## config.mk

```make
export PLATFORM = sky130hd
export DESIGN_NAME = pdws_weight_gen
export DESIGN_NICKNAME = d
export VERILOG_FILES = /design/src/design/pdws_pkg.sv /design/src/design/pdws_weight_gen.sv
export SDC_FILE = /design/constraint.sdc
export NUM_CORES = 1
export LEC_CHECK = 0
export ABC_AREA = 1
export BUFFER_PORTS_ARGS = -buffer_cell sky130_fd_sc_hd__buf_2
export CORE_ASPECT_RATIO = 1.25
export CORE_MARGIN = 3
export CORE_UTILIZATION = 34
export CTS_BUF_LIST = sky130_fd_sc_hd__clkbuf_2
export CTS_CLUSTER_SIZE = 25
export DETAILED_ROUTE_END_ITERATION = 16
export HOLD_SLACK_MARGIN = 0.12
export SETUP_SLACK_MARGIN = 0.4
export SLEW_MARGIN = 20
export SYNTH_ARGS = -nofsm -noshare
export SYNTH_HDL_FRONTEND = slang
export SYNTH_SLANG_ARGS = --single-unit
```

## constraint.sdc

```tcl
create_clock -name clock -period 6.6 [get_ports clock]
set_input_delay 0.66 -clock clock [delete_from_list [all_inputs] [get_ports clock]]
set_output_delay 0.66 -clock clock [all_outputs]
set_load 0.01 [all_outputs]
```

## src/design/pdws_pkg.sv

```systemverilog
`default_nettype none
// ============================================================================
// pdws_pkg
// Shared types and constants of the pointer delta weighted smoother.
// ============================================================================
package pdws_pkg;

   localparam int DELTA_W   = 16;
   localparam int DECAY_W   = 16;
   localparam int WT_W      = 17;
   localparam int SMOOTH_W  = 24;
   localparam int WHEEL_W   = 18;
   localparam int QUO_W     = 24;
   localparam int DIV_STEPS = 24;

   localparam logic [WT_W-1:0] WEIGHT_ONE = 17'd65536;

   // Multiply by the rounded-up reciprocal of 15 and shift: exact floor(32*n/15)
   // for every 16-bit magnitude n.
   localparam int WHEEL_RECIP_W = 24;
   localparam logic [WHEEL_RECIP_W-1:0] WHEEL_RECIP = WHEEL_RECIP_W'((2**27 + 7) / 15);
   localparam int WHEEL_SHIFT = 22;

   typedef struct packed {
      logic load;
      logic push;
      logic walk;
      logic div_init;
      logic div_step;
      logic commit;
   } pdws_lane_ctl_type;

endpackage
`default_nettype wire

```

## src/design/pdws_weight_gen.sv

```systemverilog
`default_nettype none
// ============================================================================
// pdws_weight_gen
// Produces the geometric weight sequence and its running total while the
// lanes walk the history, one weight per cycle.
// ============================================================================
module pdws_weight_gen #(
   parameter int HISTORY_DEPTH = 16,
   localparam int LEN_W = $clog2(HISTORY_DEPTH + 1),
   localparam int TOT_W = pdws_pkg::WT_W + LEN_W
) (
   input  wire logic                                clock,
   input  wire pdws_pkg::pdws_lane_ctl_type         ctl,
   input  wire logic [pdws_pkg::DECAY_W-1:0]        decay,
   output logic [pdws_pkg::WT_W-1:0]                wt,
   output logic [TOT_W-1:0]                         total
);
   import pdws_pkg::*;

   logic [WT_W-1:0]         wt_ff, wt_in;
   logic [TOT_W-1:0]        total_ff, total_in;
   logic [WT_W+DECAY_W-1:0] wt_prod;

   assign wt_prod = wt_ff * decay;

   always_comb begin
      wt_in    = wt_ff;
      total_in = total_ff;
      if (ctl.push) begin
         wt_in    = WEIGHT_ONE;
         total_in = '0;
      end else if (ctl.walk) begin
         wt_in    = wt_prod[WT_W+DECAY_W-1:DECAY_W];
         total_in = total_ff + TOT_W'(wt_ff);
      end
   end

   always_ff @(posedge clock) begin
      wt_ff    <= wt_in;
      total_ff <= total_in;
   end

   assign wt    = wt_ff;
   assign total = total_ff;

endmodule
`default_nettype wire

```

Word level (Yosys, flattened, before mapping):

Index checks and enable logic that the tools add are counted.

* $mul: 1
* add/sub/neg operators: 1

Operators with widths (count)
* $mul A17 B16 Y33: 1
* $add A22 B17 Y22: 1

* register bits after elaboration: 39
* input port bits: 23

Logic depth before layout (Yosys ltp):

Gate-level depths: netlist of the first run.

* depth after elaboration: 1
* gate-level depth with buffers: 29

Least setup slack after synthesis of the first run:

OpenSTA, ideal clock, no wires.

* kind: in2reg
* start: in decay[7] (netlist bit)
* end: reg wt_ff[12], in the netlist wt[12]
* stages on the path: 25
* data required time: 6.491 ns
* arrival time: 5.552 ns
* setup slack: 0.939 ns
* library setup time: 0.109 ns
* cells stage by stage: clkbuf_1 clkbuf_1 nand2_1 fa_1 inv_1 fa_1 inv_1 fa_1 inv_1 fa_1 fa_1 inv_1 fa_1 inv_1 ha_1 a21oi_1 o21ai_0 a21oi_1 nor2_1 nor2_1 nand2_1 nand2_1 nand3_1 nand2_1 inv_1

* cells in the longest elaborated chain, start to end: 1

RTL lines
* start: declaration: line pdws_weight_gen.sv:14 `input wire logic [pdws_pkg::DECAY_W-1:0] decay,`
* $mul A17 B16 Y33: line pdws_weight_gen.sv:24 `assign wt_prod = wt_ff * decay;`
* end signal: assignment: line pdws_weight_gen.sv:39 `wt_ff <= wt_in;`
* end: declaration: line pdws_weight_gen.sv:20 `logic [WT_W-1:0] wt_ff, wt_in;`

No other way between the ends.
A chain may end at the register's enable or synchronous reset.

Worst setup path in the final report of the first run:

* start: reg wt_ff[10], in the netlist wt[10]
* end: reg wt_ff[14], in the netlist wt[14]

* cells in the longest elaborated chain, start to end: 1

RTL lines (line)
* $mul A17 B16 Y33: pdws_weight_gen.sv:24

No other way between the ends.

==> Implementation_results.wiki, run 1 <==
{| class="wikitable"
! Metric !! Value
|-
| Net count of the mapped netlist || between 2000 and 2500
|-
| Portion of the post-synthesis area used by sequential elements || 6.503%
|-
| Number of synthesis warnings || 0
|-
| Worst setup path category || flop to flop
|-
| WP data arrival || between 6000 and 7000 ps
|-
| Number of clock sinks || 39
|-
| Max frequency || around 170 MHz
|-
| Final count of pins violating max slew || 0
|-
| Count of placed standard cells including taps || between 2000 and 2500
|-
| Final weighted congestion in routability-driven placement || between 0.9 and 1
|-
| # DRC || 0
|-
| Endpoint required time on the critical path || roughly 7000 ps
|-
| Number of standard-cell rows in the floorplan || 76
|-
| Count of port buffers added during placement || 57
|-
| Post-Route WL || 32.65 mm
|-
| Worst slew margin relative to its limit || 53.36%
|-
| Core area || between 30000 and 40000 um2
|-
| Number of global-route vias before repair || around 11000
|-
| Fraction of the cycle the final worst path needs || a little under 90%
|-
| Grt ovf || 0
|-
| Routed via count divided by cell count || 4.728
|-
| Kind of path behind the tightest hold check || flop to flop
|-
| Clk Tree Root Cell || sky130_fd_sc_hd__clkbuf_2
|-
| Clock edge transition at the registers on the reported setup and hold paths || between 200 and 250 ps
|-
| Fin cells || about 2200
|-
| Area growth from synthesis to final layout || 7.150%
|-
| Nets || 2102
|-
| RSZ-0062 raised after global routing || no
|-
| Highest-count cells in the layout ignoring fill and taps || sky130_fd_sc_hd__nand2_1 (463), sky130_fd_sc_hd__inv_1 (457), sky130_fd_sc_hd__fa_1 (208)
|-
| Antenna-violating nets left || 0
|-
| Initial antenna violation count || 1
|-
| Die footprint || about 38000 um2
|-
| Share of post-route cells with drive strength above 1 || under 10%
|-
| GRT Resource Usage Total || ~18%
|-
| Final Critical Period || 5864 ps
|-
| Flop and latch count out of synthesis || 39
|-
| Maxcap violations || 0
|-
| Average wire per standard cell || ~15 um
|-
| Total negative slack for setup checks || 0 ps
|-
| Hpwl dp || about 28 mm
|-
| Die extent in y || roughly 220 um
|-
| Number of different library cells in the post-synthesis netlist || 37
|-
| Transition time of the tightest slew-check pin || around 700 ps
|-
| Number of iterations in the first detailed-routing pass || 5
|-
| Most common cell after layout, fill and taps aside || sky130_fd_sc_hd__nand2_1
|-
| Crit path launch type || flop
|-
| Crit Path Max Fanout || 10
|-
| Total via count in the routed design || ~11000
|-
| Synthesized area || ~12000 um2
|-
| Worst hold margin || 536.2 ps
|-
| Violation count after the first detailed-route iteration || approximately 480
|-
| Clock buffer count from CTS || 5
|-
| First-pass GRT wire length || 54.90 mm
|-
| TritonCTS clock tree || built
|-
| CTS H-Tree Depth || 2
|-
| Outcome || completed
|-
| Maximum buffer depth of the clock tree || 2
|-
| Largest net degree at the start of global routing || 66
|-
| Fin Clk Skew || about 16 ps
|-
| Mean area per synthesized cell || roughly 6.9 um2
|-
| Worst skew pair latency || between 400 and 500 ps
|-
| Number of instances in the synthesized netlist || roughly 1700
|-
| Starting Density || between 30% and 40%
|-
| Buffer count from post-CTS setup fixing || 0
|-
| Boundary Pins || just over 60
|-
| Final hold violation count || 0
|-
| Die span in x || about 170 um
|-
| Setup-failing EPs final || 0
|-
| Antenna fix cells || 0
|-
| Worst Setup End Kind || flop
|}
worst max-delay path, cell delays in order, from the launching register on:
cell and delay [ps]:
sky130_fd_sc_hd__dfxtp_1 750, sky130_fd_sc_hd__buf_4 290, sky130_fd_sc_hd__nand2_1 60, sky130_fd_sc_hd__inv_1 70, sky130_fd_sc_hd__fa_1 430, sky130_fd_sc_hd__fa_1 520
sky130_fd_sc_hd__inv_1 60, sky130_fd_sc_hd__fa_1 560, sky130_fd_sc_hd__fa_1 460, sky130_fd_sc_hd__fa_1 490, sky130_fd_sc_hd__fa_1 510, sky130_fd_sc_hd__inv_1 40
sky130_fd_sc_hd__ha_1 330, sky130_fd_sc_hd__a21oi_1 220, sky130_fd_sc_hd__o21ai_0 150, sky130_fd_sc_hd__a21oi_1 290, sky130_fd_sc_hd__nor2_1 100, sky130_fd_sc_hd__nor2_1 130
sky130_fd_sc_hd__nand2_1 70, sky130_fd_sc_hd__nand2_1 60, sky130_fd_sc_hd__nand3_1 80, sky130_fd_sc_hd__nand2_1 90, sky130_fd_sc_hd__inv_1 30
synthesized netlist by cell type:
cell type	instances	area, um2
sky130_fd_sc_hd__nand3_1	57	285.3
sky130_fd_sc_hd__o21bai_1	3	22.52
sky130_fd_sc_hd__or2_1	2	12.51
sky130_fd_sc_hd__nor4_1	2	12.51
sky130_fd_sc_hd__clkbuf_1	73	274.0
sky130_fd_sc_hd__a31o_2	1	8.760
sky130_fd_sc_hd__nand3b_1	1	7.510
sky130_fd_sc_hd__a21oi_2	1	8.760
sky130_fd_sc_hd__and2_1	1	6.260
sky130_fd_sc_hd__a21boi_1	1	7.510
sky130_fd_sc_hd__o21ai_2	3	26.28
sky130_fd_sc_hd__nand2b_1	1	6.260
sky130_fd_sc_hd__ha_1	119	1489
sky130_fd_sc_hd__o311ai_1	1	8.760
sky130_fd_sc_hd__o21ai_1	4	20.02
sky130_fd_sc_hd__nand4_1	5	31.28
sky130_fd_sc_hd__nand2_1	463	1738
sky130_fd_sc_hd__dfxtp_1	39	780.8
sky130_fd_sc_hd__nor4_2	1	12.51
sky130_fd_sc_hd__nand2_4	1	11.26
sky130_fd_sc_hd__o211ai_1	2	15.01
sky130_fd_sc_hd__buf_1	1	3.750
sky130_fd_sc_hd__nor2_1	146	548.0
sky130_fd_sc_hd__o21ai_0	46	230.2
sky130_fd_sc_hd__a31oi_1	1	6.260
sky130_fd_sc_hd__xnor2_1	4	35.03
sky130_fd_sc_hd__nor2_4	1	11.26
sky130_fd_sc_hd__inv_1	457	1715
sky130_fd_sc_hd__a21o_1	6	45.04
sky130_fd_sc_hd__nand2_2	3	18.77
sky130_fd_sc_hd__a21oi_1	60	300.3
sky130_fd_sc_hd__nor3_1	10	50.05
sky130_fd_sc_hd__buf_4	3	22.52
sky130_fd_sc_hd__fa_1	208	4164
sky130_fd_sc_hd__clkbuf_2	1	5.000
sky130_fd_sc_hd__xor2_1	7	61.31
sky130_fd_sc_hd__inv_2	1	3.750
logic make-up after synthesis:
logic type / share of synthesized area, %
flip-flops: 6.503
buffers and inverters: 16.86
AO/OA/AOI/OAI: 5.826
XOR/XNOR: 0.8025
AND/OR/NAND/NOR: 22.92
adder cells (fa/ha/maj): 47.09
layer usage:
metal  vias to the layer above  routed length (um)  GRT usage [%]
li1                       5063                   -              -
met1                      5124               12500          20.00
met2                       246               17940          35.22
met3                        66                1286          1.893
met4                         2                 908          4.882
met5                         -                  13              0
final cells by class:
type                    instances  area [um2]
clock inverters                 3       38.79
fillers                      3761       21750
inverters                     458        1719
multi-input cells            1161        9200
flip-flops and latches         39       784.5
well taps                     468       585.6
clock buffers                   5       25.02
repair buffers                 87       510.5
stage by stage:
step,setup slack (ps),util (%),area (um2)
2_1_floorplan,938.6,-,12010
3_3_place_gp,502.3,36.97,12800
3_5_place_dp,498.0,36.97,12800
4_1_cts,739.5,37.15,12860
5_1_grt,422.9,37.16,12860
6_report,735.8,37.16,12860
sequential cells by signal, summed over array words and instances (netlist names):
name and count:
wt 17, total 22
path summary, 6_finish.rpt:
path	from	to	slack [ps]	depth (start not counted)
setup / recovery	wt[10]$_SDFFE_PP0P_	wt[14]$_SDFFE_PP0P_	740	22
hold / removal	total[21]$_SDFFE_PP0P_	total[21]$_SDFFE_PP0P_	540	2
setup reg to reg	wt[10]$_SDFFE_PP0P_	wt[14]$_SDFFE_PP0P_	740	22
hold reg to reg	total[21]$_SDFFE_PP0P_	total[21]$_SDFFE_PP0P_	540	2
what timing repair did:
item                       CTS  global route
resized for setup            0             3
setup endpoints to repair    0             3
hold buffers                 0             0
Power of run 1 is not shown: default switching activity piles up to over one toggle a cycle in this logic, so the estimate is an artifact.
==> run 2, diff against run 1 <==
Clock period 6.6 ns to 7.3 ns, I/O delays scaled along.
==> Implementation_results.wiki, run 2 (synthesis gave the netlist of run 1 again) <==
{| class="wikitable"
! Metric !! Value
|-
| Outcome || completed
|-
| Total via count in the routed design || between 10000 and 15000
|-
| Boundary Pins || 62
|-
| Hpwl dp || 26.88 mm
|-
| Family of cells with the greatest summed delay on the critical path || adder cells
|-
| Final weighted congestion in routability-driven placement || around 0.97
|-
| Number of iterations in the first detailed-routing pass || 5
|-
| Number of standard-cell rows in the floorplan || 76
|-
| GRT Resource Usage Total || 17.62%
|-
| Maximum buffer depth of the clock tree || 2
|-
| Die extent in y || around 220 um
|-
| Post-CTS Hold Buffers || 0
|-
| Master of the slowest instance on the critical path || sky130_fd_sc_hd__dfxtp_1
|-
| Maxcap violations || 0
|-
| Crit path top cell by count || sky130_fd_sc_hd__fa_1
|-
| Final cell area excluding filler cells || between 10000 and 15000 um2
|-
| Worst slew margin relative to its limit || between 20% and 30%
|-
| Post-Place Setup Slack || roughly 1200 ps
|-
| WP data arrival || approximately 6400 ps
|-
| Grt ovf || 0
|-
| Fraction of the cycle the final worst path needs || between 80% and 90%
|-
| Kind of path behind the tightest hold check || flop to flop
|-
| Max frequency || between 150 and 200 MHz
|-
| Endpoint required time on the critical path || approximately 7600 ps
|-
| Core Util, Final || between 30% and 40%
|-
| Nets || around 2100
|-
| RSZ-0062 raised after global routing || no
|-
| Count of port buffers added during placement || between 50 and 60
|-
| # DRC || 0
|-
| Clock edge transition at the registers on the reported setup and hold paths || approximately 250 ps
|-
| Highest-count cells in the layout ignoring fill and taps || sky130_fd_sc_hd__nand2_1 (463), sky130_fd_sc_hd__inv_1 (457), sky130_fd_sc_hd__fa_1 (208)
|-
| Die span in x || 174.1 um
|-
| Most common cell after layout, fill and taps aside || sky130_fd_sc_hd__nand2_1
|-
| CTS H-Tree Depth || 2
|-
| TritonCTS clock tree || built
|-
| Setup-failing EPs final || 0
|-
| Fin worst setup slack || 1234 ps
|-
| Critical-path cell list || nand2_1, fa_1, inv_1, fa_1, fa_1, fa_1, fa_1, inv_1, fa_1, inv_1, ha_1, a21oi_1, o21ai_0, a21oi_1, nor2_1, nor2_1, nand2_1, nand2_1, nand3_1, nand2_1, inv_1
|-
| Routed via count divided by cell count || between 4 and 5
|-
| Average wire per standard cell || roughly 15 um
|-
| Largest net degree at the start of global routing || 66
|-
| Antenna-violating nets left || 0
|-
| First-pass GRT wire length || between 50 and 60 mm
|-
| Cell area after placement || ~13000 um2
|-
| Share of post-route cells with drive strength above 1 || 5.293%
|-
| Crit Path Max Fanout || 17
|-
| Initial antenna violation count || 0
|-
| Number of clock sinks || 39
|-
| Crit path launch type || flop
|-
| Area growth from synthesis to final layout || 6.024%
|-
| Number of global-route vias before repair || 11190
|-
| Buffer count from post-CTS setup fixing || 0
|-
| Post-Route WL || approximately 32 mm
|-
| Violation count after the first detailed-route iteration || 500
|-
| Die footprint || about 38000 um2
|-
| Worst Setup End Kind || flop
|-
| Core area || between 30000 and 40000 um2
|-
| Maximum single-stage delay on the critical path || around 1100 ps
|-
| Post_cts resized || 0
|-
| Max reg flops || 22
|-
| Final count of pins violating max slew || 0
|-
| Critical path buffers and inverters || 4
|-
| Final Critical Period || 6066 ps
|-
| Transition time of the tightest slew-check pin || about 1100 ps
|-
| Clk Tree Root Cell || sky130_fd_sc_hd__clkbuf_2
|-
| Final hold violation count || 0
|-
| Antenna fix cells || 0
|-
| Fin Clk Skew || between 30 and 40 ps
|-
| Clock buffer count from CTS || 5
|-
| Total negative slack for setup checks || 0 ps
|-
| Starting Density || around a third
|-
| Worst setup path category || flop to flop
|-
| Worst skew pair latency || between 400 and 500 ps
|}
## run 2: cell count changes in the layout (fill, tap and decap cells not counted), sizes merged
| cell | change |
|---|---|
| buf | -13 |
| clkinv | -2 |
| bufinv | -1 |
| clkbuf | +1 |
## run 2: final cells by class
type / instances / area, um2
Clock buffer: 6 / 30.03
Fill cell: 3749 / 21880
Inverter: 458 / 1719
Multi-Input combinational cell: 1161 / 9200
Sequential cell: 39 / 780.7
Tap cell: 468 / 585.6
Timing Repair Buffer: 74 / 412.9
## run 2: worst paths after layout
| path | start | end | slack (ps) | cells past startpoint |
|---|---|---|---|---|
| hold reg to reg | total[21]$_SDFFE_PP0P_ | total[21]$_SDFFE_PP0P_ | 540 | 2 |
| setup reg to reg | wt[8]$_SDFFE_PP0P_ | wt[12]$_SDFFE_PP0P_ | 1230 | 21 |
| setup / recovery | wt[8]$_SDFFE_PP0P_ | wt[12]$_SDFFE_PP0P_ | 1230 | 21 |
| hold / removal | total[21]$_SDFFE_PP0P_ | total[21]$_SDFFE_PP0P_ | 540 | 2 |
## run 2: worst register-to-register path: cells and delay by family, from the launching register on
kind	cells	cell delay (ps)
AOI/OAI and AO/OA	3	730
buffers and inverters	4	190
and+or+nand+nor	7	640
DFF	1	1060
adders and majority gates	7	3390
## run 2: metrics by stage
stage	hold WS, ps	std cells
after detailed placement	500.4	2200
final	536.7	2206
after global placement	494.4	2200
after CTS	537.3	2206
after floorplan	533.8	1736
after global routing	556.5	2206
## run 2: routing by layer
| metal | routed length, um | global-route usage [%] | vias up |
|---|---|---|---|
| li1 | - | - | 5039 |
| met1 | 13160 | 20.67 | 5028 |
| met2 | 17040 | 33.74 | 244 |
| met3 | 1128 | 1.437 | 77 |
| met4 | 971 | 5.579 | 0 |
| met5 | 0 | 0 | - |
Power of run 2 is left out for the same reason.
==> run 3, diff against run 2 <==
Clock period 7.3 ns to 5.3 ns, I/O delays scaled along.
==> Implementation_results.wiki, run 3 (synthesis gave the netlist of run 1 again) <==
{| class="wikitable"
! Metric !! Value
|-
| Worst setup path category || flop to flop
|-
| Critical-path cell list || buf_12, nand2_4, fa_1, inv_1, fa_1, inv_1, fa_1, inv_1, fa_1, fa_1, inv_1, fa_1, inv_2, ha_4, a21oi_4, o21ai_2, a21oi_1, nand2_2, nand2_2, nand2_1, nand2_1, nand3_2, nand2_1, inv_1
|-
| Largest net degree at the start of global routing || 66
|-
| Number of standard-cell rows in the floorplan || 76
|-
| Maxcap violations || 0
|-
| Crit path launch || wt[5]$_SDFFE_PP0P_
|-
| Top routing layer used || met4
|-
| Clock buffer count from CTS || 5
|-
| Maximum buffer depth of the clock tree || 2
|-
| GRT Resource Usage Total || 18.55%
|-
| Worst Setup End Kind || flop
|-
| Max reg flops || 22
|-
| Worst Min Path Start || total[21]$_SDFFE_PP0P_
|-
| Detailed-routed wire length on met2 || about 18 mm
|-
| Critical path buffers and inverters || 7
|-
| WP data arrival || 5640 ps
|-
| Clk Tree Root Cell || sky130_fd_sc_hd__clkbuf_2
|-
| Die extent in y || about 220 um
|-
| Routed via count divided by cell count || 4.672
|-
| Detail Route met3 WL || 1.304 mm
|-
| Final Critical Period || between 5000 and 6000 ps
|-
| Antenna-violating nets left || 0
|-
| Most common cell after layout, fill and taps aside || sky130_fd_sc_hd__inv_1
|-
| Die span in x || 174.1 um
|-
| Hpwl dp || roughly 28 mm
|-
| Average wire per standard cell || about 15 um
|-
| RSZ-0062 raised after global routing || yes
|-
| Die footprint || between 30000 and 40000 um2
|-
| Final count of pins violating max slew || 0
|-
| Count of placed standard cells including taps || between 2000 and 2500
|-
| Count of port buffers added during placement || 57
|-
| Master of the slowest instance on the critical path || sky130_fd_sc_hd__fa_1
|-
| First-pass GRT wire length || ~57 mm
|-
| Grt ovf || 0
|-
| Core area || 34610 um2
|-
| Highest-count cells in the layout ignoring fill and taps || sky130_fd_sc_hd__inv_1 (443), sky130_fd_sc_hd__nand2_1 (439), sky130_fd_sc_hd__fa_1 (201)
|-
| TritonCTS clock tree || built
|-
| Endpoint required time on the critical path || about 5700 ps
|-
| Fin Clk Skew || about 31 ps
|-
| Post-Route WL || between 30 and 40 mm
|-
| Core Util, Final || between 40% and 50%
|-
| # DRC || 0
|-
| Share of post-route cells with drive strength above 1 || between 10% and 20%
|-
| Final hold violation count || 0
|-
| Maximum single-stage delay on the critical path || between 500 and 600 ps
|-
| Kind of path behind the tightest hold check || flop to flop
|-
| Family of cells with the greatest summed delay on the critical path || adder cells
|-
| Final weighted congestion in routability-driven placement || 0.9381
|-
| Number of global-route vias before repair || between 10000 and 15000
|-
| Number of iterations in the first detailed-routing pass || 5
|-
| Boundary Pins || between 60 and 70
|-
| Outcome || completed
|-
| Area growth from synthesis to final layout || 18.99%
|-
| Initial antenna violation count || 0
|-
| R2r startpoint || wt[5]$_SDFFE_PP0P_
|-
| Violation count after the first detailed-route iteration || between 400 and 500
|-
| Worst skew pair latency || around 430 ps
|-
| Crit path top cell by count || sky130_fd_sc_hd__fa_1
|-
| Antenna fix cells || 0
|-
| Transition time of the tightest slew-check pin || ~700 ps
|-
| Nets || between 2000 and 2500
|-
| Starting Density || 34.68%
|-
| CTS H-Tree Depth || 2
|-
| Routed metal-1 wire length || around 14 mm
|-
| Crit Path Max Fanout || 7
|-
| Fraction of the cycle the final worst path needs || between 90% and 100%
|-
| Total via count in the routed design || 10830
|-
| Fin cells || about 2300
|-
| Number of clock sinks || 39
|-
| Worst slew margin relative to its limit || a little over half
|-
| Max frequency || 189.2 MHz
|-
| Crit path launch type || flop
|-
| Setup-failing EPs final || 0
|-
| Clock edge transition at the registers on the reported setup and hold paths || between 200 and 250 ps
|}
-- run 3: cell count changes in the layout (fill, tap and decap cells not counted), moves of 15 or more --
| cell | change |
|---|---|
| sky130_fd_sc_hd__a21oi_1 | -22 |
| sky130_fd_sc_hd__a21oi_2 | +19 |
| sky130_fd_sc_hd__buf_4 | +99 |
| sky130_fd_sc_hd__dfxtp_1 | -16 |
| sky130_fd_sc_hd__nand2_1 | -24 |
| sky130_fd_sc_hd__nand2_2 | +17 |
| sky130_fd_sc_hd__nor2_1 | -19 |
| sky130_fd_sc_hd__o21ai_0 | -15 |
-- run 3: cell type report --
| class | instances | area (um2) |
|---|---|---|
| well taps | 468 | 585.6 |
| fillers | 3613 | 20330 |
| flip-flops and latches | 39 | 810.8 |
| clock inverters | 2 | 12.51 |
| multi-input cells | 1161 | 9746 |
| repair buffers | 185 | 1379 |
| clock buffers | 6 | 30.03 |
| inverters | 458 | 1722 |
-- run 3: through the flow --
step / hold slack [ps] / TNS [ps] / worst slack (ps) / instance area (um2)
after floorplan: 533.8 / 0 / 87.32 / 12430
after global placement: 487.8 / -4303 / -312.0 / 13740
after detailed placement: 498.7 / -4446 / -321.4 / 13740
after CTS: 540.9 / 0 / 25.54 / 14070
after global routing: 574.5 / -2114 / -205.6 / 14290
final: 537.9 / 0 / 14.95 / 14290
-- run 3: what timing repair did --
action,CTS,global route
hold endpoints to repair,0,0
endpoints found under the setup margin,17,17
gates cloned,0,0
buffers inserted,7,6
hold buffers,0,0
resized for setup,74,54
pin swaps,33,24
-- run 3: final timing paths --
check | to | slack, ps | cells after the start
hold / removal | total[21]$_SDFFE_PP0P_ | 540 | 2
setup reg to reg | wt[7]$_SDFFE_PP0P_ | 10 | 24
setup / recovery | wt[7]$_SDFFE_PP0P_ | 10 | 24
hold reg to reg | total[21]$_SDFFE_PP0P_ | 540 | 2
-- run 3: worst reg2reg max path, cell delays in order, from the launching register on --
cell and delay (ps):
sky130_fd_sc_hd__dfxtp_2 420, sky130_fd_sc_hd__buf_12 140, sky130_fd_sc_hd__nand2_4 70, sky130_fd_sc_hd__fa_1 540
sky130_fd_sc_hd__inv_1 50, sky130_fd_sc_hd__fa_1 470, sky130_fd_sc_hd__inv_1 50, sky130_fd_sc_hd__fa_1 480
sky130_fd_sc_hd__inv_1 60, sky130_fd_sc_hd__fa_1 520, sky130_fd_sc_hd__fa_1 530, sky130_fd_sc_hd__inv_1 50
sky130_fd_sc_hd__fa_1 500, sky130_fd_sc_hd__inv_2 50, sky130_fd_sc_hd__ha_4 270, sky130_fd_sc_hd__a21oi_4 170
sky130_fd_sc_hd__o21ai_2 100, sky130_fd_sc_hd__a21oi_1 210, sky130_fd_sc_hd__nand2_2 130, sky130_fd_sc_hd__nand2_2 90
sky130_fd_sc_hd__nand2_1 50, sky130_fd_sc_hd__nand2_1 60, sky130_fd_sc_hd__nand3_2 80, sky130_fd_sc_hd__nand2_1 90
sky130_fd_sc_hd__inv_1 30
-- run 3: per-layer routing --
| layer | vias up | GRT usage [%] |
|---|---|---|
| li1 | 5266 | - |
| met1 | 5243 | 21.80 |
| met2 | 250 | 35.42 |
| met3 | 75 | 1.420 |
| met4 | 0 | 6.170 |
| met5 | - | 0 |
Power of run 3 is left out for the same reason.
